## src/hw/rtl/json_token_scanner_defines.svh

```systemverilog
// Assertion macros for the JSON token scanner RTL.
// Included by modules that carry concurrent checks; no other dependencies.
`ifndef JSON_TOKEN_SCANNER_DEFINES_SVH
`define JSON_TOKEN_SCANNER_DEFINES_SVH
`ifndef SYNTHESIS
`define JTS_ASSERT(lbl, prop, msg) \
    lbl: assert property (@(posedge i_clk) disable iff (!i_rst_n) prop) else $error(msg);
`define JTS_ASSERT_RST(lbl, prop, msg) \
    lbl: assert property (@(posedge i_clk) prop) else $error(msg);
`else
`define JTS_ASSERT(lbl, prop, msg)
`define JTS_ASSERT_RST(lbl, prop, msg)
`endif
`endif

```

## src/hw/rtl/jts_pkg.sv

```systemverilog
// Shared types, codes and helper functions for the JSON token scanner.
// No dependencies; used by all jts_* modules and the top level.
package jts_pkg;

    localparam int APB_AW      = 3;
    localparam int APB_DW      = 32;
    localparam int OQ_DEPTH    = 4;
    localparam logic [6:0] MAX_LENGTH_RST = 7'd64;
    localparam logic [0:0] REG_MAX_LENGTH = 1'b0;

    // scan phases
    localparam logic [2:0] PH_IDLE   = 3'd0;
    localparam logic [2:0] PH_SKIP   = 3'd1;
    localparam logic [2:0] PH_QFIRST = 3'd2;
    localparam logic [2:0] PH_QSTR   = 3'd3;
    localparam logic [2:0] PH_ESC    = 3'd4;
    localparam logic [2:0] PH_HEX    = 3'd5;
    localparam logic [2:0] PH_WORD   = 3'd6;

    // token kinds
    localparam logic [2:0] KIND_QUOTED = 3'd0;
    localparam logic [2:0] KIND_WORD   = 3'd1;
    localparam logic [2:0] KIND_OBJECT = 3'd2;
    localparam logic [2:0] KIND_ARRAY  = 3'd3;
    localparam logic [2:0] KIND_EMPTY  = 3'd4;

    // characters
    localparam logic [7:0] CH_NUL      = 8'h00;
    localparam logic [7:0] CH_SPACE    = 8'h20;
    localparam logic [7:0] CH_HIGH     = 8'h80;
    localparam logic [7:0] CH_QUOTE    = 8'h22;
    localparam logic [7:0] CH_COMMA    = 8'h2C;
    localparam logic [7:0] CH_SLASH    = 8'h2F;
    localparam logic [7:0] CH_LBRACKET = 8'h5B;
    localparam logic [7:0] CH_BSLASH   = 8'h5C;
    localparam logic [7:0] CH_RBRACKET = 8'h5D;
    localparam logic [7:0] CH_LBRACE   = 8'h7B;
    localparam logic [7:0] CH_RBRACE   = 8'h7D;
    localparam logic [7:0] CH_B        = 8'h62;
    localparam logic [7:0] CH_F        = 8'h66;
    localparam logic [7:0] CH_N        = 8'h6E;
    localparam logic [7:0] CH_R        = 8'h72;
    localparam logic [7:0] CH_T        = 8'h74;
    localparam logic [7:0] CH_U        = 8'h75;
    localparam logic [7:0] CC_BS       = 8'h08;
    localparam logic [7:0] CC_TAB      = 8'h09;
    localparam logic [7:0] CC_LF       = 8'h0A;
    localparam logic [7:0] CC_FF       = 8'h0C;
    localparam logic [7:0] CC_CR       = 8'h0D;

    typedef struct packed {
        logic [7:0] out_char;
        logic       char_valid;
        logic       scan_done;
        logic [2:0] token_kind;
        logic       end_consumed;
    } t_result;

    // max_length above 64 acts as 64; 0 and 1 give no characters
    function automatic logic [5:0] char_limit(input logic [6:0] m);
        logic [5:0] lim;
        if (m[6]) begin
            lim = 6'd63;
        end else if (m == 7'd0) begin
            lim = 6'd0;
        end else begin
            lim = 6'(m - 7'd1);
        end
        return lim;
    endfunction

    // loose hex digit: 0x41..0x4F and 0x61..0x6F map to 9 + low nibble
    function automatic logic [4:0] hex_digit(input logic [7:0] c);
        logic [4:0] d;
        if (c inside {[8'h30:8'h39]}) begin
            d = {1'b0, c[3:0]};
        end else if (c inside {[8'h41:8'h4F], [8'h61:8'h6F]}) begin
            d = 5'd9 + {1'b0, c[3:0]};
        end else begin
            d = 5'd0;
        end
        return d;
    endfunction

endpackage

```

## src/hw/rtl/jts_regs.sv

```systemverilog
// APB configuration register block: holds max_length.
// Depends on jts_pkg.
module jts_regs (
    input  logic                         i_clk,
    input  logic                         i_rst_n,
    input  logic                         psel,
    input  logic                         penable,
    input  logic                         pwrite,
    input  logic [jts_pkg::APB_AW-1:0]   paddr,
    input  logic [jts_pkg::APB_DW-1:0]   pwdata,
    output logic [jts_pkg::APB_DW-1:0]   prdata,
    output logic                         pready,
    output logic [6:0]                   o_max_length
);
    logic [6:0] r_max_length;
    logic       wr_hit;
    logic       rd_hit;

    assign rd_hit = (paddr[jts_pkg::APB_AW-1:2] == jts_pkg::REG_MAX_LENGTH) && (paddr[1:0] == 2'b00);
    assign wr_hit = psel && penable && pwrite && rd_hit;

    always_ff @(posedge i_clk) begin
        if (!i_rst_n) begin
            r_max_length <= jts_pkg::MAX_LENGTH_RST;
        end else if (wr_hit) begin
            r_max_length <= pwdata[6:0];
        end
    end

    assign prdata       = rd_hit ? {{(jts_pkg::APB_DW-7){1'b0}}, r_max_length} : '0;
    assign pready       = 1'b1;
    assign o_max_length = r_max_length;
endmodule

```

## src/hw/rtl/jts_core.sv

```systemverilog
// Scanner core: input register, scan state and one-pass token decode.
// Depends on jts_pkg and json_token_scanner_defines.svh.
`include "json_token_scanner_defines.svh"
module jts_core (
    input  logic                i_clk,
    input  logic                i_rst_n,
    input  logic [6:0]          i_max_length,
    input  logic                i_in_valid,
    input  logic [7:0]          i_in_byte,
    input  logic                i_in_start,
    output logic                o_busy,
    output logic                o_push,
    output jts_pkg::t_result    o_res
);
    logic       r_in_valid;
    logic [7:0] r_in_byte;
    logic       r_in_start;

    logic [2:0] r_phase;
    logic [5:0] r_cnt;
    logic [7:0] r_hv;
    logic [2:0] r_hs;

    logic [2:0] n_phase;
    logic [5:0] n_cnt;
    logic [7:0] n_hv;
    logic [2:0] n_hs;

    always_ff @(posedge i_clk) begin
        if (!i_rst_n) begin
            r_in_valid <= 1'b0;
        end else begin
            r_in_valid <= i_in_valid;
        end
    end

    always_ff @(posedge i_clk) begin
        if (i_in_valid) begin
            r_in_byte  <= i_in_byte;
            r_in_start <= i_in_start;
        end
    end

    always_comb begin
        logic [7:0]  b;
        logic [2:0]  ph;
        logic [5:0]  cnt;
        logic [5:0]  cnt_inc;
        logic [5:0]  lim;
        logic [7:0]  hv;
        logic [2:0]  hs;
        logic [7:0]  hv_sh;
        logic [2:0]  hs_inc;
        logic        word_end;
        logic        esc_hit;
        logic [7:0]  esc_ch;
        b        = r_in_byte;
        ph       = r_in_start ? jts_pkg::PH_SKIP : r_phase;
        cnt      = r_in_start ? 6'd0 : r_cnt;
        hv       = r_in_start ? 8'd0 : r_hv;
        hs       = r_in_start ? 3'd0 : r_hs;
        cnt_inc  = cnt + 6'd1;
        lim      = jts_pkg::char_limit(i_max_length);
        hv_sh    = 8'({hv[3:0], 4'h0} + {3'b000, jts_pkg::hex_digit(b)});
        hs_inc   = hs + 3'd1;
        word_end = (b <= jts_pkg::CH_SPACE) || (b >= jts_pkg::CH_HIGH)
                   || (b inside {jts_pkg::CH_COMMA, jts_pkg::CH_RBRACKET, jts_pkg::CH_RBRACE});
        esc_hit  = 1'b1;
        case (b)
            jts_pkg::CH_QUOTE:  esc_ch = jts_pkg::CH_QUOTE;
            jts_pkg::CH_BSLASH: esc_ch = jts_pkg::CH_BSLASH;
            jts_pkg::CH_SLASH:  esc_ch = jts_pkg::CH_SLASH;
            jts_pkg::CH_B:      esc_ch = jts_pkg::CC_BS;
            jts_pkg::CH_F:      esc_ch = jts_pkg::CC_FF;
            jts_pkg::CH_R:      esc_ch = jts_pkg::CC_CR;
            jts_pkg::CH_N:      esc_ch = jts_pkg::CC_LF;
            jts_pkg::CH_T:      esc_ch = jts_pkg::CC_TAB;
            default: begin
                esc_ch  = 8'd0;
                esc_hit = 1'b0;
            end
        endcase

        n_phase = ph;
        n_cnt   = cnt;
        n_hv    = hv;
        n_hs    = hs;
        o_push  = 1'b0;
        o_res   = '0;

        // a brace at the start of a scan, or after a first quote, is an object open
        if ((ph == jts_pkg::PH_SKIP || ph == jts_pkg::PH_QFIRST) && (b == jts_pkg::CH_LBRACE)) begin
            o_push           = 1'b1;
            o_res.scan_done  = 1'b1;
            o_res.token_kind = jts_pkg::KIND_OBJECT;
            n_phase          = jts_pkg::PH_IDLE;
        end else begin
            case (ph)
                jts_pkg::PH_SKIP: begin
                    if (b inside {[8'h01:jts_pkg::CH_SPACE]}) begin
                        n_phase = jts_pkg::PH_SKIP;
                    end else if (b == jts_pkg::CH_NUL) begin
                        o_push           = 1'b1;
                        o_res.scan_done  = 1'b1;
                        o_res.token_kind = jts_pkg::KIND_EMPTY;
                        n_phase          = jts_pkg::PH_IDLE;
                    end else if (b == jts_pkg::CH_LBRACKET) begin
                        o_push           = 1'b1;
                        o_res.scan_done  = 1'b1;
                        o_res.token_kind = jts_pkg::KIND_ARRAY;
                        n_phase          = jts_pkg::PH_IDLE;
                    end else if (b == jts_pkg::CH_QUOTE) begin
                        n_phase = jts_pkg::PH_QFIRST;
                    end else begin
                        // first byte of a bare word; a word end here gives an empty word
                        o_push = 1'b1;
                        if (word_end || cnt >= lim) begin
                            o_res.scan_done  = 1'b1;
                            o_res.token_kind = jts_pkg::KIND_WORD;
                            n_phase          = jts_pkg::PH_IDLE;
                        end else begin
                            n_cnt            = cnt_inc;
                            o_res.out_char   = b;
                            o_res.char_valid = 1'b1;
                            if (cnt_inc >= lim) begin
                                o_res.scan_done    = 1'b1;
                                o_res.token_kind   = jts_pkg::KIND_WORD;
                                o_res.end_consumed = 1'b1;
                                n_phase            = jts_pkg::PH_IDLE;
                            end else begin
                                n_phase = jts_pkg::PH_WORD;
                            end
                        end
                    end
                end
                jts_pkg::PH_WORD: begin
                    o_push = 1'b1;
                    if (word_end || cnt >= lim) begin
                        o_res.scan_done  = 1'b1;
                        o_res.token_kind = jts_pkg::KIND_WORD;
                        n_phase          = jts_pkg::PH_IDLE;
                    end else begin
                        n_cnt            = cnt_inc;
                        o_res.out_char   = b;
                        o_res.char_valid = 1'b1;
                        if (cnt_inc >= lim) begin
                            o_res.scan_done    = 1'b1;
                            o_res.token_kind   = jts_pkg::KIND_WORD;
                            o_res.end_consumed = 1'b1;
                            n_phase            = jts_pkg::PH_IDLE;
                        end
                    end
                end
                jts_pkg::PH_QFIRST, jts_pkg::PH_QSTR: begin
                    n_phase = jts_pkg::PH_QSTR;
                    if (b == jts_pkg::CH_QUOTE) begin
                        o_push             = 1'b1;
                        o_res.scan_done    = 1'b1;
                        o_res.end_consumed = 1'b1;
                        n_phase            = jts_pkg::PH_IDLE;
                    end else if (b == jts_pkg::CH_NUL || cnt >= lim) begin
                        o_push          = 1'b1;
                        o_res.scan_done = 1'b1;
                        n_phase         = jts_pkg::PH_IDLE;
                    end else if (b == jts_pkg::CH_BSLASH) begin
                        n_phase = jts_pkg::PH_ESC;
                    end else begin
                        o_push           = 1'b1;
                        o_res.out_char   = b;
                        o_res.char_valid = 1'b1;
                        n_cnt            = cnt_inc;
                    end
                end
                jts_pkg::PH_ESC: begin
                    n_phase = jts_pkg::PH_QSTR;
                    if (b == jts_pkg::CH_NUL) begin
                        o_push          = 1'b1;
                        o_res.scan_done = 1'b1;
                        n_phase         = jts_pkg::PH_IDLE;
                    end else if (b == jts_pkg::CH_U) begin
                        n_phase = jts_pkg::PH_HEX;
                        n_hv    = 8'd0;
                        n_hs    = 3'd0;
                    end else if (esc_hit) begin
                        o_push           = 1'b1;
                        o_res.out_char   = esc_ch;
                        o_res.char_valid = 1'b1;
                        n_cnt            = cnt_inc;
                    end
                end
                jts_pkg::PH_HEX: begin
                    if (b == jts_pkg::CH_NUL) begin
                        // partial value goes out with the end of scan
                        o_push           = 1'b1;
                        o_res.out_char   = hv;
                        o_res.char_valid = 1'b1;
                        o_res.scan_done  = 1'b1;
                        n_phase          = jts_pkg::PH_IDLE;
                    end else begin
                        n_hv = hv_sh;
                        n_hs = hs_inc;
                        if (hs_inc >= 3'd4) begin
                            o_push           = 1'b1;
                            o_res.out_char   = hv_sh;
                            o_res.char_valid = 1'b1;
                            n_cnt            = cnt_inc;
                            n_phase          = jts_pkg::PH_QSTR;
                        end
                    end
                end
                default: begin
                    n_phase = jts_pkg::PH_IDLE;
                end
            endcase
        end
        o_push = o_push && r_in_valid;
    end

    always_ff @(posedge i_clk) begin
        if (!i_rst_n) begin
            r_phase <= jts_pkg::PH_IDLE;
            r_cnt   <= 6'd0;
            r_hv    <= 8'd0;
            r_hs    <= 3'd0;
        end else if (r_in_valid) begin
            r_phase <= n_phase;
            r_cnt   <= n_cnt;
            r_hv    <= n_hv;
            r_hs    <= n_hs;
        end
    end

    assign o_busy = r_in_valid;

    `JTS_ASSERT(a_done_to_idle, (o_push && o_res.scan_done) |=> (r_phase == jts_pkg::PH_IDLE), "scan end did not return to idle")
    `JTS_ASSERT(a_nochar_zero, (o_push && !o_res.char_valid) |-> (o_res.out_char == 8'd0), "char without valid is nonzero")
    `JTS_ASSERT(a_kind_at_done, (o_push && !o_res.scan_done) |-> (o_res.token_kind == 3'd0 && !o_res.end_consumed), "kind or consumed set before scan end")
    `JTS_ASSERT(a_hex_count, (r_hs <= 3'd4), "hex digit count out of range")
endmodule

```

## src/hw/rtl/jts_outq.sv

```systemverilog
// Result queue: registered results toward the master stream, sets input ready.
// Depends on jts_pkg and json_token_scanner_defines.svh.
`include "json_token_scanner_defines.svh"
module jts_outq #(
    parameter int DEPTH = jts_pkg::OQ_DEPTH
) (
    input  logic              i_clk,
    input  logic              i_rst_n,
    input  logic              i_push,
    input  jts_pkg::t_result  i_res,
    input  logic              i_busy,
    output logic              o_in_ready,
    output logic              o_valid,
    input  logic              i_ready,
    output jts_pkg::t_result  o_res
);
    localparam int PW = (DEPTH > 1) ? $clog2(DEPTH) : 1;
    localparam int CW = $clog2(DEPTH + 1);

    jts_pkg::t_result r_mem [DEPTH];
    logic [PW-1:0]    r_wr_ptr;
    logic [PW-1:0]    r_rd_ptr;
    logic [CW-1:0]    r_count;
    logic             pop;

    assign pop = o_valid && i_ready;

    always_ff @(posedge i_clk) begin
        if (i_push) begin
            r_mem[r_wr_ptr] <= i_res;
        end
    end

    always_ff @(posedge i_clk) begin
        if (!i_rst_n) begin
            r_wr_ptr <= '0;
            r_rd_ptr <= '0;
            r_count  <= '0;
        end else begin
            if (i_push) begin
                r_wr_ptr <= (r_wr_ptr == PW'(DEPTH - 1)) ? '0 : r_wr_ptr + PW'(1);
            end
            if (pop) begin
                r_rd_ptr <= (r_rd_ptr == PW'(DEPTH - 1)) ? '0 : r_rd_ptr + PW'(1);
            end
            if (i_push && !pop) begin
                r_count <= r_count + CW'(1);
            end else if (!i_push && pop) begin
                r_count <= r_count - CW'(1);
            end
        end
    end

    // room for the item in flight plus a new one
    assign o_in_ready = ({1'b0, r_count} + (CW + 1)'(i_busy)) < (CW + 1)'(DEPTH);
    assign o_valid    = (r_count != '0);
    assign o_res      = r_mem[r_rd_ptr];

    `JTS_ASSERT(a_no_overflow, (i_push && !pop) |-> (r_count < CW'(DEPTH)), "result queue overflow")
    `JTS_ASSERT_RST(a_reset_empty, !i_rst_n |=> (r_count == '0), "queue not empty after reset")
    `JTS_ASSERT(a_empty_ptrs, (r_count == '0) |-> (r_wr_ptr == r_rd_ptr), "pointers differ while empty")
endmodule

```

## src/hw/rtl/json_token_scanner.sv

```systemverilog
// Top level of the JSON token scanner: APB register, scanner core, result queue.
// Depends on jts_pkg, jts_regs, jts_core and jts_outq.
//
// Scans one JSON-like token per scan from a byte stream, one byte per transfer
// (tuser[0] starts a new scan) and returns decoded characters, with tlast on the
// final result of each scan. The block takes a byte every clock cycle while input
// ready is high; each byte passes an input register, a combinational decode against
// the scan state and the result queue before its result reaches the master side. Bytes
// that give no result (skipped whitespace, escape prefixes, hex digits) produce
// nothing. A queue of OQ_DEPTH results absorbs back-pressure; input ready drops
// only when that queue cannot cover the byte in flight and one more.
// max_length (address 0, reset 64) limits a token to max_length-1 characters, at most 63.
module json_token_scanner #(
    parameter int OQ_DEPTH = jts_pkg::OQ_DEPTH
) (
    input  logic                         i_clk,
    input  logic                         i_rst_n,
    input  logic                         s_axis_tvalid,
    output logic                         s_axis_tready,
    input  logic [7:0]                   s_axis_tdata,  // [7:0] in_byte
    input  logic [0:0]                   s_axis_tuser,  // [0] start_scan
    output logic                         m_axis_tvalid,
    input  logic                         m_axis_tready,
    output logic [7:0]                   m_axis_tdata,  // [7:0] out_char
    output logic [4:0]                   m_axis_tuser,  // [0] char_valid, [3:1] token_kind,
                                                        // [4] end_consumed
    output logic                         m_axis_tlast,  // scan_done
    input  logic                         psel,
    input  logic                         penable,
    input  logic                         pwrite,
    input  logic [jts_pkg::APB_AW-1:0]   paddr,
    input  logic [jts_pkg::APB_DW-1:0]   pwdata,
    output logic [jts_pkg::APB_DW-1:0]   prdata,
    output logic                         pready
);
    logic             max_length_unused;
    logic [6:0]       max_length;
    logic             in_xfer;
    logic             busy;
    logic             push;
    jts_pkg::t_result core_res;
    jts_pkg::t_result q_res;

    assign max_length_unused = 1'b0;

    jts_regs u_regs (
        .i_clk        (i_clk),
        .i_rst_n      (i_rst_n),
        .psel         (psel),
        .penable      (penable),
        .pwrite       (pwrite),
        .paddr        (paddr),
        .pwdata       (pwdata),
        .prdata       (prdata),
        .pready       (pready),
        .o_max_length (max_length)
    );

    assign in_xfer = s_axis_tvalid && s_axis_tready && !max_length_unused;

    jts_core u_core (
        .i_clk        (i_clk),
        .i_rst_n      (i_rst_n),
        .i_max_length (max_length),
        .i_in_valid   (in_xfer),
        .i_in_byte    (s_axis_tdata),
        .i_in_start   (s_axis_tuser[0]),
        .o_busy       (busy),
        .o_push       (push),
        .o_res        (core_res)
    );

    jts_outq #(
        .DEPTH (OQ_DEPTH)
    ) u_outq (
        .i_clk      (i_clk),
        .i_rst_n    (i_rst_n),
        .i_push     (push),
        .i_res      (core_res),
        .i_busy     (busy),
        .o_in_ready (s_axis_tready),
        .o_valid    (m_axis_tvalid),
        .i_ready    (m_axis_tready),
        .o_res      (q_res)
    );

    assign m_axis_tdata = q_res.out_char;
    assign m_axis_tuser = {q_res.end_consumed, q_res.token_kind, q_res.char_valid};
    assign m_axis_tlast = q_res.scan_done;
endmodule

```

## config.mk

```make
export PLATFORM = sky130hd
export DESIGN_NAME = json_token_scanner
export DESIGN_NICKNAME = d
export VERILOG_FILES = /design/src/hw/rtl/jts_pkg.sv /design/src/hw/rtl/jts_regs.sv /design/src/hw/rtl/jts_core.sv /design/src/hw/rtl/jts_outq.sv /design/src/hw/rtl/json_token_scanner.sv
export VERILOG_INCLUDE_DIRS = /design/src /design/src/hw/rtl
export SDC_FILE = /design/constraint.sdc
export NUM_CORES = 1
export LEC_CHECK = 0
export BUFFER_PORTS_ARGS = -buffer_cell sky130_fd_sc_hd__buf_2
export CAP_MARGIN = 20
export CORE_MARGIN = 3
export CORE_UTILIZATION = 55
export CTS_BUF_LIST = sky130_fd_sc_hd__clkbuf_8
export CTS_CLUSTER_DIAMETER = 120
export DETAILED_ROUTE_END_ITERATION = 12
export PLACE_DENSITY_LB_ADDON = 0.1
export REMOVE_ABC_BUFFERS = 1
export SLEW_MARGIN = 20
export SYNTH_ARGS = -nofsm -noshare
export SYNTH_HDL_FRONTEND = slang
export SYNTH_SLANG_ARGS = --single-unit
```

## constraint.sdc

```tcl
create_clock -name i_clk -period 4.22 [get_ports i_clk]
set_clock_uncertainty 0.1 [all_clocks]
set_input_delay 0.633 -clock i_clk [delete_from_list [all_inputs] [get_ports i_clk]]
set_output_delay 0.633 -clock i_clk [all_outputs]
set_load 0.02 [all_outputs]
```

==> metrics <==
met2 Use GR between 30% and 40%; Yosys reg bits 102; worst r2r src u_regs.o_max_length[0]$_SDFFE_PN0P_; IO buf count 48; area leader, netlist edfxtp_1; Cell Pwr Density 373 nW/um^2; CP Launch Type flip-flop; GRT overflow 0; Final Hold Viols 0; Worst IR Drop VDD 0.179 mV; Area Growth Syn to Fin 8.07%; CP Class reg -> reg; largest net degree at the start of global routing 25; die height 110 um; max_cap viols 0; H-Tree Depth 3; area of the core 10500 sq um; share of the synthesized area in the top cell type between 30% and 40%; vias 4541; reg2reg path depth 18; Setup TNS 0 ns; unrepaired setup endpoints after global routing false; final antenna-violating net count 0; Max Root-Sink Buffers 2; fmax 0.252 GHz; final worst-path cycle share 93.9%; Slew headroom 37.2%; Clock Sinks slightly above 100; HPWL Detailed about 9.8 mm; Syn. warnings 0; DRC Markers 0; Layout Nets 700; Via density 5.94; GPL Wtd Cong 0.923; # IOs 100; Synth cell types 79; Rows 37; vias in the first global route 4196; Worst-Skew Late Latency 0.37 ns; Worst Path Arrival 4.16 ns; Hold EP u_core.r_in_byte[3]$_DFFE_PP_; Leak between 0.002 and 0.003 uW; Final Setup Violations 0; most frequent cells in the layout edfxtp_1, nor2_1, buf_2; EDFF count, synth 65; hold wc startpoint s_axis_tdata[3]; # hold bufs at CTS 0; ys flop type edfxtp_1; Detailed Route Iter0 Violations 465; GRT busiest layer met2; fill count 900; sequential share of the synthesized area 45.0%; top cells by area, synth edfxtp_1, dfxtp_1, mux4_2, ha_1, nor2_1; CTS tree yes; clock-pin slew on the worst setup and hold paths about 0.1 ns; status finished, final reports clean; reg-to-reg slack, setup approximately 0.26 ns; Chip Width roughly 110 um; initial antenna violation count 0; share of cells above drive strength 1 between 10% and 20%; root buf cell clkbuf_8; Antenna diodes 0; R2R Path End u_outq.r_count[2]$_SDFFE_PN0P_; worst hold path class in -> reg; async set or reset register ratio after synthesis 0%; Final Routed Wirelength 13.3 mm; met1 global-route usage 30.4%; WHS Path Cells 1; fin area about 6500 sq um; Hold WS 0.335 ns; CP max FO 5; M3 GR Usage between 2 and 3%; total global-route track usage between 20% and 30%; Synth Instances 579; most common library cell in the layout ignoring fill and taps edfxtp_1; first-pass GRT wire length 20.9 mm; transition time of the tightest slew-check pin 0.941 ns; starting density of the core 57.2%; Pre-antenna DRT Iters 5; Final Max Tran Viols 0; minimum clock period 3.96 ns; synthesized area between 5000 and 6000 sq um; WL/cell ~17 um; overall power about 2400 uW; crit path capture type flip-flop; Die Footprint 12200 sq um; Critical Path RT about 4.4 ns; DP Area ~6300 sq um; Avg Cell Area, Syn 10.3 sq um; CTS Buf Count 9
## cell type report
| class | instances | area [sq um] | area share, % |
|---|---|---|---|
| Clock buffer | 9 | 124 | 1.92 |
| Clock inverter | 7 | 42.5 | 0.658 |
| Inverter | 22 | 82.6 | 1.28 |
| Multi-Input combinational cell | 422 | 2980 | 46.1 |
| Sequential cell | 102 | 2690 | 41.6 |
| Tap cell | 136 | 170 | 2.63 |
| Timing Repair Buffer | 66 | 375 | 5.80 |
## report_power, final
part | total [uW] | switching, uW | internal (uW)
clock | 548 | 336 | 212
sequential | 1230 | 104 | 1130
combinational | 632 | 368 | 264
## synthesized netlist by cell type, drive strengths merged, types with 3 or more instances
master   n
dfxtp   37
a32oi    5
nor2    58
a22oi    3
nor3b    6
xor2     7
inv     22
nand3b   4
a22o     4
a211oi   4
nor2b   11
o21ai   22
a21boi   4
clkbuf  14
ha      25
a221oi   4
nand2b   6
and4     3
and3     8
mux2i   13
a21oi   38
or3      6
nand4    3
o21a     6
xnor2    6
edfxtp  65
mux4    14
nand3   15
nand2   36
a31oi    7
a21o     5
o31ai    5
and2    17
nor4     4
nor3    17
buf     43
## critical path: stages (launching register included)
cell      delay (ns)
dfxtp_1         0.35
inv_1           0.08
ha_1            0.22
nor4b_4         0.24
nand2_2         0.12
a21o_1          0.21
ha_1            0.29
o21ai_0         0.11
a221oi_1        0.27
buf_4           0.18
a21oi_2         0.08
a21oi_2         0.15
o41a_1          0.21
ha_1            0.20
inv_1           0.06
fa_1            0.37
xor2_1          0.18
or3_1           0.31
a21oi_1         0.16
## worst max path at each step
stage,to,from,slack [ns],cells past startpoint
finish,u_outq.r_count[2]$_SDFFE_PN0P_,u_regs.o_max_length[0]$_SDFFE_PN0P_,0.26,18
global route,u_outq.r_count[2]$_SDFFE_PN0P_,u_regs.o_max_length[0]$_SDFFE_PN0P_,0.03,18
CTS,u_outq.r_count[2]$_SDFFE_PN0P_,u_regs.o_max_length[0]$_SDFFE_PN0P_,0.03,18
detailed placement,u_outq.r_count[2]$_SDFFE_PN0P_,u_regs.o_max_length[0]$_SDFFE_PN0P_,0.07,18
global placement,u_outq.r_count[2]$_SDFFE_PN0P_,u_regs.o_max_length[0]$_SDFFE_PN0P_,0.29,18
floorplan,u_outq.r_count[2]$_SDFFE_PN0P_,u_core.r_in_start$_DFFE_PP_,0.35,15
## metrics by stage
| step | cells | util, % | worst slack, ns |
|---|---|---|---|
| 3_3_place_gp | 747 | 59.9 | 0.286 |
| 5_1_grt | 764 | 61.8 | 0.0282 |
| 3_5_place_dp | 747 | 59.9 | 0.0710 |
| 2_1_floorplan | 546 | - | 0.347 |
| 6_report | 764 | 61.8 | 0.259 |
| 4_1_cts | 763 | 61.5 | 0.0252 |
## layer usage
metal	share of wire, %	vias up
li1	-	2164
met1	45	2165
met2	46	181
met3	6.0	31
met4	3.1	0
met5	0	-
## sequential cells by signal (all words and copies together) (netlist names), named ones only
signal and count:
u_outq.r_mem 56, u_core.r_hv 8, u_core.r_in_byte 8, u_regs.o_max_length 7
u_core.r_cnt 6, u_core.r_hs 3, u_core.r_phase 3, u_outq.r_count 3
u_outq.r_rd_ptr 2, u_outq.r_wr_ptr 2, u_core.o_busy 1, u_core.r_in_start 1
## timing repair
| action | in CTS | in global routing |
|---|---|---|
| buffers inserted | 0 | 1 |
| gates resized for setup | 0 | 4 |
| endpoints found under the setup margin | 0 | 2 |
## logic make-up (layout without fill, tap and decap cells)
logic type                 Yosys count  count (layout)  share of synthesized area, %
and+or+nand+nor                    201             201                          17.8
AOI/OAI and AO/OA                  127             127                          14.6
DFF                                102             102                          45.0
buffers and inverters               79             104                          7.07
muxes                               28              28                          7.70
adders and majority gates           27              27                          5.73
xor gates and xnor gates            13              13                          2.03
other                                2              26                         0.126
No activity file was read; power rests on OpenSTA's default activity.
